**src/rtl/rpnp_pkg.sv**
```systemverilog
// Package with types and constants of the radix-prefixed number parser.
`timescale 1ns / 1ps
`default_nettype none
package rpnp_pkg;

    // Default depth of the queue between the classifier and the parser.
    localparam int QUEUE_DEPTH_DEF = 4;

    localparam int VALUE_W = 64;
    localparam int CHAR_W  = 8;

    // Character codes.
    localparam logic [CHAR_W-1:0] CH_MINUS = 8'h2D;
    localparam logic [CHAR_W-1:0] CH_TILDE = 8'h7E;
    localparam logic [CHAR_W-1:0] CH_ZERO  = 8'h30;
    localparam logic [CHAR_W-1:0] CH_NINE  = 8'h39;
    localparam logic [CHAR_W-1:0] CH_LO_A  = 8'h61;
    localparam logic [CHAR_W-1:0] CH_LO_F  = 8'h66;
    localparam logic [CHAR_W-1:0] CH_UP_A  = 8'h41;
    localparam logic [CHAR_W-1:0] CH_UP_F  = 8'h46;
    localparam logic [CHAR_W-1:0] CH_LO_X  = 8'h78;
    localparam logic [CHAR_W-1:0] CH_UP_X  = 8'h58;

    // Parser phase within one number string.
    typedef enum logic [1:0] {
        PH_START = 2'd0,
        PH_SIGN  = 2'd1,
        PH_ZERO  = 2'd2,
        PH_DIGIT = 2'd3
    } t_phase;

    typedef enum logic [1:0] {
        ADJ_NONE = 2'd0,
        ADJ_NEG  = 2'd1,
        ADJ_NOT  = 2'd2
    } t_adjust;

    typedef enum logic [1:0] {
        RAD_DEC = 2'd0,
        RAD_OCT = 2'd1,
        RAD_HEX = 2'd2
    } t_radix;

    // Classified character as it travels through the queue.
    typedef struct packed {
        logic       is_end;
        logic       is_minus;
        logic       is_tilde;
        logic       is_zero;
        logic       is_x;
        logic       is_hex_digit;
        logic [3:0] digit;
    } t_class;

endpackage
`default_nettype wire

```
**src/rtl/rpnp_front.sv**
```systemverilog
// Front end: takes characters and classifies them for the parser.
`timescale 1ns / 1ps
`default_nettype none
module rpnp_front (
    input  wire logic                       i_valid,
    input  wire logic [rpnp_pkg::CHAR_W-1:0] i_ch,
    input  wire logic                       i_end,
    input  wire logic                       i_queue_full,
    output logic                            o_ready,
    output logic                            o_push,
    output rpnp_pkg::t_class                o_entry
);
    import rpnp_pkg::*;

    logic [CHAR_W-1:0] w_off_num;
    logic [CHAR_W-1:0] w_off_lo;
    logic [CHAR_W-1:0] w_off_up;

    // A request is taken whenever the queue has room.
    assign o_ready = !i_queue_full;
    assign o_push  = i_valid && !i_queue_full;

    assign w_off_num = i_ch - CH_ZERO;
    assign w_off_lo  = i_ch - CH_LO_A + 8'd10;
    assign w_off_up  = i_ch - CH_UP_A + 8'd10;

    // Decode the character into its role and its digit value.
    always_comb begin
        o_entry          = '0;
        o_entry.is_end   = i_end;
        o_entry.is_minus = (i_ch == CH_MINUS);
        o_entry.is_tilde = (i_ch == CH_TILDE);
        o_entry.is_zero  = (i_ch == CH_ZERO);
        o_entry.is_x     = (i_ch == CH_LO_X) || (i_ch == CH_UP_X);
        if (i_ch inside {[CH_ZERO:CH_NINE]}) begin
            o_entry.is_hex_digit = 1'b1;
            o_entry.digit        = w_off_num[3:0];
        end else if (i_ch inside {[CH_LO_A:CH_LO_F]}) begin
            o_entry.is_hex_digit = 1'b1;
            o_entry.digit        = w_off_lo[3:0];
        end else if (i_ch inside {[CH_UP_A:CH_UP_F]}) begin
            o_entry.is_hex_digit = 1'b1;
            o_entry.digit        = w_off_up[3:0];
        end
    end

endmodule
`default_nettype wire

```
**src/rtl/rpnp_queue.sv**
```systemverilog
// Short queue of classified characters between front end and parser.
`timescale 1ns / 1ps
`default_nettype none
module rpnp_queue #(
    parameter int DEPTH = rpnp_pkg::QUEUE_DEPTH_DEF
) (
    input  wire logic             i_clk,
    input  wire logic             i_rst_n,
    input  wire logic             i_push,
    input  rpnp_pkg::t_class      i_entry,
    output logic                  o_full,
    input  wire logic             i_pop,
    output logic                  o_valid,
    output rpnp_pkg::t_class      o_entry
);
    import rpnp_pkg::*;

    localparam int PTR_W = $clog2(DEPTH);
    localparam int CNT_W = $clog2(DEPTH + 1);
    localparam logic [PTR_W-1:0] LAST_PTR = PTR_W'(DEPTH - 1);
    localparam logic [CNT_W-1:0] FULL_CNT = CNT_W'(DEPTH);

    t_class           r_mem [DEPTH];
    logic [PTR_W-1:0] r_wr_ptr;
    logic [PTR_W-1:0] r_rd_ptr;
    logic [CNT_W-1:0] r_count;
    logic [PTR_W-1:0] n_wr_ptr;
    logic [PTR_W-1:0] n_rd_ptr;
    logic [CNT_W-1:0] n_count;
    logic             w_do_push;
    logic             w_do_pop;

    assign o_full    = (r_count == FULL_CNT);
    assign o_valid   = (r_count != '0);
    assign o_entry   = r_mem[r_rd_ptr];
    assign w_do_push = i_push && !o_full;
    assign w_do_pop  = i_pop && o_valid;

    // Pointer and count updates, with wrap at the last slot.
    always_comb begin
        n_wr_ptr = r_wr_ptr;
        n_rd_ptr = r_rd_ptr;
        n_count  = r_count;
        if (w_do_push) begin
            n_wr_ptr = (r_wr_ptr == LAST_PTR) ? '0 : r_wr_ptr + 1'b1;
        end
        if (w_do_pop) begin
            n_rd_ptr = (r_rd_ptr == LAST_PTR) ? '0 : r_rd_ptr + 1'b1;
        end
        if (w_do_push && !w_do_pop) begin
            n_count = r_count + 1'b1;
        end else if (w_do_pop && !w_do_push) begin
            n_count = r_count - 1'b1;
        end
    end

    always_ff @(posedge i_clk) begin
        if (!i_rst_n) begin
            r_wr_ptr <= '0;
            r_rd_ptr <= '0;
            r_count  <= '0;
        end else begin
            r_wr_ptr <= n_wr_ptr;
            r_rd_ptr <= n_rd_ptr;
            r_count  <= n_count;
        end
    end

    // Storage carries no reset.
    always_ff @(posedge i_clk) begin
        if (w_do_push) begin
            r_mem[r_wr_ptr] <= i_entry;
        end
    end

endmodule
`default_nettype wire

```
**src/rtl/rpnp_back.sv**
```systemverilog
// Back end: parser state machine, accumulator and result register.
`timescale 1ns / 1ps
`default_nettype none
module rpnp_back (
    input  wire logic                          i_clk,
    input  wire logic                          i_rst_n,
    input  wire logic                          i_valid,
    input  rpnp_pkg::t_class                   i_entry,
    output logic                               o_pop,
    output logic                               o_valid,
    input  wire logic                          i_ready,
    output logic [rpnp_pkg::VALUE_W-1:0]       o_value,
    output logic                               o_error
);
    import rpnp_pkg::*;

    t_phase              r_phase;
    t_phase              n_phase;
    t_adjust             r_adjust;
    t_adjust             n_adjust;
    t_radix              r_radix;
    t_radix              n_radix;
    logic [VALUE_W-1:0]  r_accum;
    logic [VALUE_W-1:0]  n_accum;
    logic                r_err;
    logic                n_err;
    logic                r_out_valid;
    logic                n_out_valid;
    logic [VALUE_W-1:0]  r_out_value;
    logic                r_out_error;

    logic                w_take;
    logic                w_char;
    logic                w_sign_hit;
    logic                w_zero_hit;
    logic                w_x_hit;
    logic                w_digit_ok;
    logic [VALUE_W-1:0]  w_scaled;
    logic [VALUE_W-1:0]  w_adjusted;

    // An end marker waits while the result register holds a result that is not taken.
    assign w_take = i_valid && (!i_entry.is_end || !r_out_valid || i_ready);
    assign o_pop  = w_take;
    assign w_char = w_take && !i_entry.is_end && !r_err;

    // Leading sign, leading zero and hex prefix detection.
    assign w_sign_hit = (r_phase == PH_START) && (i_entry.is_minus || i_entry.is_tilde);
    assign w_zero_hit = !w_sign_hit && i_entry.is_zero
                        && ((r_phase == PH_START) || (r_phase == PH_SIGN));
    assign w_x_hit    = (r_phase == PH_ZERO) && i_entry.is_x;

    // Digit check against the current radix.
    always_comb begin
        case (r_radix)
            RAD_HEX: w_digit_ok = i_entry.is_hex_digit;
            RAD_OCT: w_digit_ok = i_entry.is_hex_digit && (i_entry.digit < 4'd8);
            default: w_digit_ok = i_entry.is_hex_digit && (i_entry.digit < 4'd10);
        endcase
    end

    // Accumulator times radix, built from shifts.
    always_comb begin
        case (r_radix)
            RAD_HEX: w_scaled = r_accum << 4;
            RAD_OCT: w_scaled = r_accum << 3;
            default: w_scaled = (r_accum << 3) + (r_accum << 1);
        endcase
    end

    // Next phase.
    always_comb begin
        n_phase = r_phase;
        if (w_take && i_entry.is_end) begin
            n_phase = PH_START;
        end else if (w_char) begin
            if (w_sign_hit) begin
                n_phase = PH_SIGN;
            end else if (w_zero_hit) begin
                n_phase = PH_ZERO;
            end else if (w_x_hit || w_digit_ok) begin
                n_phase = PH_DIGIT;
            end
        end
    end

    // Adjust mode, radix, accumulator and sticky error.
    always_comb begin
        n_adjust = r_adjust;
        n_radix  = r_radix;
        n_accum  = r_accum;
        n_err    = r_err;
        if (w_take && i_entry.is_end) begin
            n_adjust = ADJ_NONE;
            n_radix  = RAD_DEC;
            n_accum  = '0;
            n_err    = 1'b0;
        end else if (w_char) begin
            if (w_sign_hit) begin
                n_adjust = i_entry.is_minus ? ADJ_NEG : ADJ_NOT;
            end else if (w_zero_hit) begin
                n_radix = RAD_OCT;
            end else if (w_x_hit) begin
                n_radix = RAD_HEX;
            end else if (w_digit_ok) begin
                n_accum = w_scaled + {{(VALUE_W-4){1'b0}}, i_entry.digit};
            end else begin
                n_err = 1'b1;
            end
        end
    end

    // Final value after negate or complement.
    always_comb begin
        case (r_adjust)
            ADJ_NEG: w_adjusted = '0 - r_accum;
            ADJ_NOT: w_adjusted = ~r_accum;
            default: w_adjusted = r_accum;
        endcase
    end

    // The result register stays valid until the consumer takes it.
    always_comb begin
        n_out_valid = r_out_valid && !i_ready;
        if (w_take && i_entry.is_end) begin
            n_out_valid = 1'b1;
        end
    end

    always_ff @(posedge i_clk) begin
        if (!i_rst_n) begin
            r_phase     <= PH_START;
            r_adjust    <= ADJ_NONE;
            r_radix     <= RAD_DEC;
            r_accum     <= '0;
            r_err       <= 1'b0;
            r_out_valid <= 1'b0;
        end else begin
            r_phase     <= n_phase;
            r_adjust    <= n_adjust;
            r_radix     <= n_radix;
            r_accum     <= n_accum;
            r_err       <= n_err;
            r_out_valid <= n_out_valid;
        end
    end

    // Result payload, loaded on an end marker.
    always_ff @(posedge i_clk) begin
        if (w_take && i_entry.is_end) begin
            r_out_value <= r_err ? '0 : w_adjusted;
            r_out_error <= r_err;
        end
    end

    assign o_valid = r_out_valid;
    assign o_value = r_out_value;
    assign o_error = r_out_error;

endmodule
`default_nettype wire

```
**src/rtl/radix_prefixed_number_parser_unit.sv**
```systemverilog
// Top level of the radix-prefixed number parser.
// An end marker is registered in the queue and then in the result register before m_axis_tvalid rises.
// Throughput: one character per cycle, while the queue has room and no end marker waits.
// An end marker waits in the queue while the result register holds a result not taken.
// Reset is synchronous and active low; it empties the queue, clears the parser
// state and drops m_axis_tvalid. The result payload registers are not reset.
`timescale 1ns / 1ps
`default_nettype none
module radix_prefixed_number_parser_unit #(
    parameter int QUEUE_DEPTH = rpnp_pkg::QUEUE_DEPTH_DEF
) (
    input  wire logic                        i_clk,
    input  wire logic                        i_rst_n,
    input  wire logic                        s_axis_tvalid,
    output logic                             s_axis_tready,
    input  wire logic [7:0]                  s_axis_tdata,  // [7:0] ch
    input  wire logic                        s_axis_tlast,  // is_end
    output logic                             m_axis_tvalid,
    input  wire logic                        m_axis_tready,
    output logic [rpnp_pkg::VALUE_W-1:0]     m_axis_tdata,  // [63:0] value
    output logic                             m_axis_tuser   // [0] error
);
    import rpnp_pkg::*;

    logic   w_push;
    logic   w_full;
    logic   w_pop;
    logic   w_q_valid;
    t_class w_push_entry;
    t_class w_q_entry;

    rpnp_front u_front (
        .i_valid      (s_axis_tvalid),
        .i_ch         (s_axis_tdata),
        .i_end        (s_axis_tlast),
        .i_queue_full (w_full),
        .o_ready      (s_axis_tready),
        .o_push       (w_push),
        .o_entry      (w_push_entry)
    );

    rpnp_queue #(
        .DEPTH (QUEUE_DEPTH)
    ) u_queue (
        .i_clk   (i_clk),
        .i_rst_n (i_rst_n),
        .i_push  (w_push),
        .i_entry (w_push_entry),
        .o_full  (w_full),
        .i_pop   (w_pop),
        .o_valid (w_q_valid),
        .o_entry (w_q_entry)
    );

    rpnp_back u_back (
        .i_clk   (i_clk),
        .i_rst_n (i_rst_n),
        .i_valid (w_q_valid),
        .i_entry (w_q_entry),
        .o_pop   (w_pop),
        .o_valid (m_axis_tvalid),
        .i_ready (m_axis_tready),
        .o_value (m_axis_tdata),
        .o_error (m_axis_tuser)
    );

endmodule
`default_nettype wire

```
**config.mk**
```make
export PLATFORM = sky130hd
export DESIGN_NAME = radix_prefixed_number_parser_unit
export DESIGN_NICKNAME = d
export VERILOG_FILES = /design/src/rtl/rpnp_pkg.sv /design/src/rtl/rpnp_front.sv /design/src/rtl/rpnp_queue.sv /design/src/rtl/rpnp_back.sv /design/src/rtl/radix_prefixed_number_parser_unit.sv
export SDC_FILE = /design/constraint.sdc
export NUM_CORES = 1
export LEC_CHECK = 0
export BUFFER_PORTS_ARGS = -buffer_cell sky130_fd_sc_hd__buf_2
export CORE_ASPECT_RATIO = 1.1
export CORE_MARGIN = 5
export CORE_UTILIZATION = 30
export DETAILED_ROUTE_END_ITERATION = 8
export GPL_TIMING_DRIVEN = 0
export SETUP_SLACK_MARGIN = 0.5
export SYNTH_ARGS = -nofsm -noshare
export SYNTH_HDL_FRONTEND = slang
export SYNTH_SLANG_ARGS = --single-unit
```
**constraint.sdc**
```tcl
create_clock -name i_clk -period 8.75 [get_ports i_clk]
set_clock_uncertainty 0.15 [all_clocks]
set_input_delay 1.75 -clock i_clk [delete_from_list [all_inputs] [get_ports i_clk]]
set_output_delay 1.75 -clock i_clk [all_outputs]
set_load 0.01 [all_outputs]
```
==> results by group <==
Status
  • Outcome: finished clean

Synth
  • Mapped Cells: 2091
  • Cell Area, Synth: 16500 um^2
  • Distinct cells, synth: 110
  • Syn_area_per_cell: 7.91 um^2
  • Syn_nets: 2186
  • Post-synth ARST share: 0%
  • Top_reg_cell synth: edfxtp_1
  • Sequential share of the synthesized area: 28.9%
  • Post-synth EDFFs: 105
  • Ys Warns: 0
  • Synth Register Bits: 186

STA
  • Setup TNS: 0 ns
  • Tightest Pin Transition: 1.41 ns
  • Final hold vios: 0
  • RSZ-0062 raised after global routing: no
  • Period utilisation layout: 90.4%
  • # setup viols final: 0
  • Fin. max-slew vios: 0
  • Fmax achieved: 126 MHz
  • Worst setup margin: 0.837 ns
  • Minimum clock period: 7.91 ns
  • Rel. slew slack: 3.91%

Route
  • Drt total wl: 62300 um
  • Via count: 17400
  • Vias/cell: 5.91
  • Avg WL per Cell: 21.2 um
  • Antenna-violating nets left: 0
  • DR pass1 iterations: 6
  • DRC: 0
  • First DRT Iteration DRCs: 1718

Finish
  • Layout cells sized above 1: 10.3%
  • Ant diodes: 0
  • Area delta synth->final: 12.0%
  • Commonest non-fill, non-tap cell in the layout: nor2_1
  • Post-layout nets: 2284
  • Final non-filler cell total: 2938
  • Final Cell Area: 18500 um^2
  • Commonest cells after routing, fill and taps aside: 246 x nor2_1, 230 x a21oi_1, 172 x nand2_1, 126 x o21ai_0, 105 x edfxtp_1

Hold path
  • Worst Hold Path Cells: 2
  • Worst hold path type: register to register
  • Hold wc startpoint: u_back.r_radix[1]
  • Hold endpoint: u_back.r_radix[1]

Placement
  • Inst Count DP: 2906
  • Post-DP HPWL: 50000 um
  • Post-place instance area: 17900 um^2
  • GPL Wtd Cong: 0.976
  • Pre-CTS WS: -0.331 ns
  • Port Buffers: 77

Power
  • Share of power burned in registers: 24.5%
  • Internal Power: 2800 uW
  • Clock Power Share: 14.6%
  • Leakage: 0.00654 uW
  • Comb pwr share: 60.8%
  • Switching share of total power: 48.7%
  • Psw: 2660 uW
  • Power Density: 295 nW/um^2
  • Peak VDD IR: 0.000138 V

Floorplan
  • DIE HEIGHT: 256 um
  • Row count: 90
  • Die area: 59900 um^2
  • Initial Util: 30.2%
  • Die W: 234 um
  • I/O pin cnt: 80
  • Core region area: 54700 um^2

Clocking
  • Hold-fix buffers at CTS: 0
  • Clock Sinks: 186
  • Worst-skew pair later-pin latency: 0.46 ns
  • Total CTS buffers: 17
  • Root Buffer: clkbuf_16
  • TritonCTS clock tree: yes
  • H-tree levels: 4
  • Clock slew at reported path FFs: 0.08 ns
  • Longest Clk Path Bufs: 2

Worst setup path
  • Critical Path AT: 8.08 ns
  • CP Data Required Time: 8.91 ns
  • Worst-case reg-to-reg path depth: 26
  • Setup crit start kind: register
  • Critical R2R Launch: u_back.r_radix[1]
  • CP Capture Type: register
  • Flop2flop setup slack: 0.84 ns
  • Worst-path fanout max: 10
  • Critical path class: register to register
  • R2R Path End: u_back.r_accum[54]

Global route
  • Initial antenna violation count: 0
  • Total grt overflow: 0
  • Largest net degree at the start of global routing: 47
  • GRT Total Usage: 20.2%
  • First-pass GRT wire length: 96300 um
  • Vias in the first global route: 16800

Flow run
  • Max Cap Viol: 0
-- worst max-delay path: stages, from the launching register on --
cell      delay (ns)
dfxtp_1         0.32
inv_1           0.07
ha_1            0.27
clkbuf_1        0.44
clkbuf_2        0.37
buf_2           0.32
buf_2           0.33
buf_1           0.46
buf_2           0.46
clkbuf_2        0.38
clkbuf_2        0.39
nand2_1         0.10
o21ai_0         0.17
ha_1            0.19
a21o_1          0.15
and3_1          0.23
nor2b_1         0.18
and4_1          0.26
and4_1          0.27
nand2_1         0.14
or4_1           0.53
clkbuf_1        0.25
or4_1           0.54
buf_2           0.19
nor3_1          0.22
xor2_1          0.26
a211oi_1        0.11
-- metrics by stage --
stage	total power, uW	utilization [%]	hold slack, ns
floorplan	3630	-	0.290
global placement	4530	32.6	0.319
detailed placement	4600	32.7	0.328
CTS	5410	33.8	0.339
global route	5830	33.9	0.355
finish	5460	33.9	0.338
-- power groups by stage --
| stage | Sequential [uW] | Combinational, uW | Clock, uW |
|---|---|---|---|
| after global routing | 1360 | 3620 | 854 |
| after CTS | 1340 | 3260 | 813 |
| after detailed placement | 1360 | 3240 | 0 |
| final | 1340 | 3320 | 799 |
| after global placement | 1370 | 3160 | 0 |
| after floorplan | 1380 | 2250 | 0 |
-- flip-flops by register name, indices dropped and copies added (netlist names), named ones only --
register          cells
u_queue.r_count       3
u_queue.r_wr_ptr      2
u_back.o_error        1
u_back.r_phase        2
u_back.r_err          1
u_back.r_adjust       2
u_back.r_accum       64
u_queue.r_mem        40
u_back.o_valid        1
u_back.r_radix        2
u_back.o_value       64
u_queue.r_rd_ptr      2
-- what timing repair did --
action	in CTS	in global routing
gates resized for setup	7	14
setup endpoints to repair	34	28
buffers inserted	0	0
-- worst max path at each step --
stage                                  from                  to  slack [ns]  cells past startpoint
after floorplan           u_back.r_radix[0]  u_back.r_accum[56]        2.03                     29
after global placement    u_back.r_radix[0]  u_back.r_accum[63]       -0.29                     27
after detailed placement  u_back.r_radix[0]  u_back.r_accum[63]       -0.33                     27
after CTS                 u_back.r_radix[1]  u_back.r_accum[56]        0.51                     26
after global routing      u_back.r_radix[1]  u_back.r_accum[54]        0.50                     26
final                     u_back.r_radix[1]  u_back.r_accum[54]        0.84                     26
-- area by class of cell --
type / count / area, um^2
inverters: 41 / 154
plain buffers: 157 / 818
clock inverters: 13 / 145
multi-input cells: 1707 / 10800
repair buffers: 79 / 413
fillers: 5846 / 36200
well taps: 736 / 921
flip-flops and latches: 186 / 4770
clock buffers: 19 / 454
-- kinds of logic after synthesis --
group / count (synthesis) / synth area share (%)
AO/OA/AOI/OAI: 694 / 27.0
adder cells (fa/ha/maj): 82 / 6.34
buffers and inverters: 198 / 5.71
XOR/XNOR: 75 / 3.97
multiplexers: 31 / 2.65
AND/OR/NAND/NOR: 825 / 25.5
flip-flops: 186 / 28.9
-- synthesized netlist by cell type (all sizes together), types with 7 or more instances --
cell / n / share of area (%)
a211o: 7 / 0.37
a211oi: 53 / 2.4
a21o: 37 / 1.7
a21oi: 231 / 7.0
a221o: 12 / 0.73
a221oi: 42 / 2.2
a22oi: 10 / 0.45
a311oi: 24 / 1.3
a31o: 7 / 0.37
a31oi: 18 / 0.68
and2: 9 / 0.34
and3: 15 / 0.60
buf: 46 / 1.5
clkbuf: 108 / 2.8
dfxtp: 81 / 9.8
edfxtp: 105 / 19
ha: 79 / 6.0
inv: 39 / 0.89
mux2i: 19 / 1.2
mux4: 10 / 1.4
nand2: 172 / 3.9
nand2b: 16 / 0.61
nand3: 53 / 1.7
nand3b: 9 / 0.41
nand4: 44 / 1.7
nor2: 246 / 5.6
nor2b: 11 / 0.42
nor3: 74 / 2.3
nor4: 27 / 1.2
nor4b: 11 / 0.75
o2111ai: 7 / 0.37
o211ai: 18 / 0.82
o21a: 12 / 0.54
o21ai: 147 / 4.4
o22ai: 10 / 0.38
or2: 15 / 0.57
or3: 85 / 3.3
or4: 16 / 0.82
xnor2: 37 / 2.0
xor2: 38 / 2.0
-- layer usage --
layer | track usage (%) | vias up | wire [um]
li1 | - | 8156 | -
met1 | 25.5 | 8406 | 25600
met2 | 34.0 | 672 | 29800
met3 | 3.57 | 144 | 4070
met4 | 8.58 | 0 | 2830
met5 | 0 | - | 0
No activity file was read; power rests on OpenSTA's default activity.
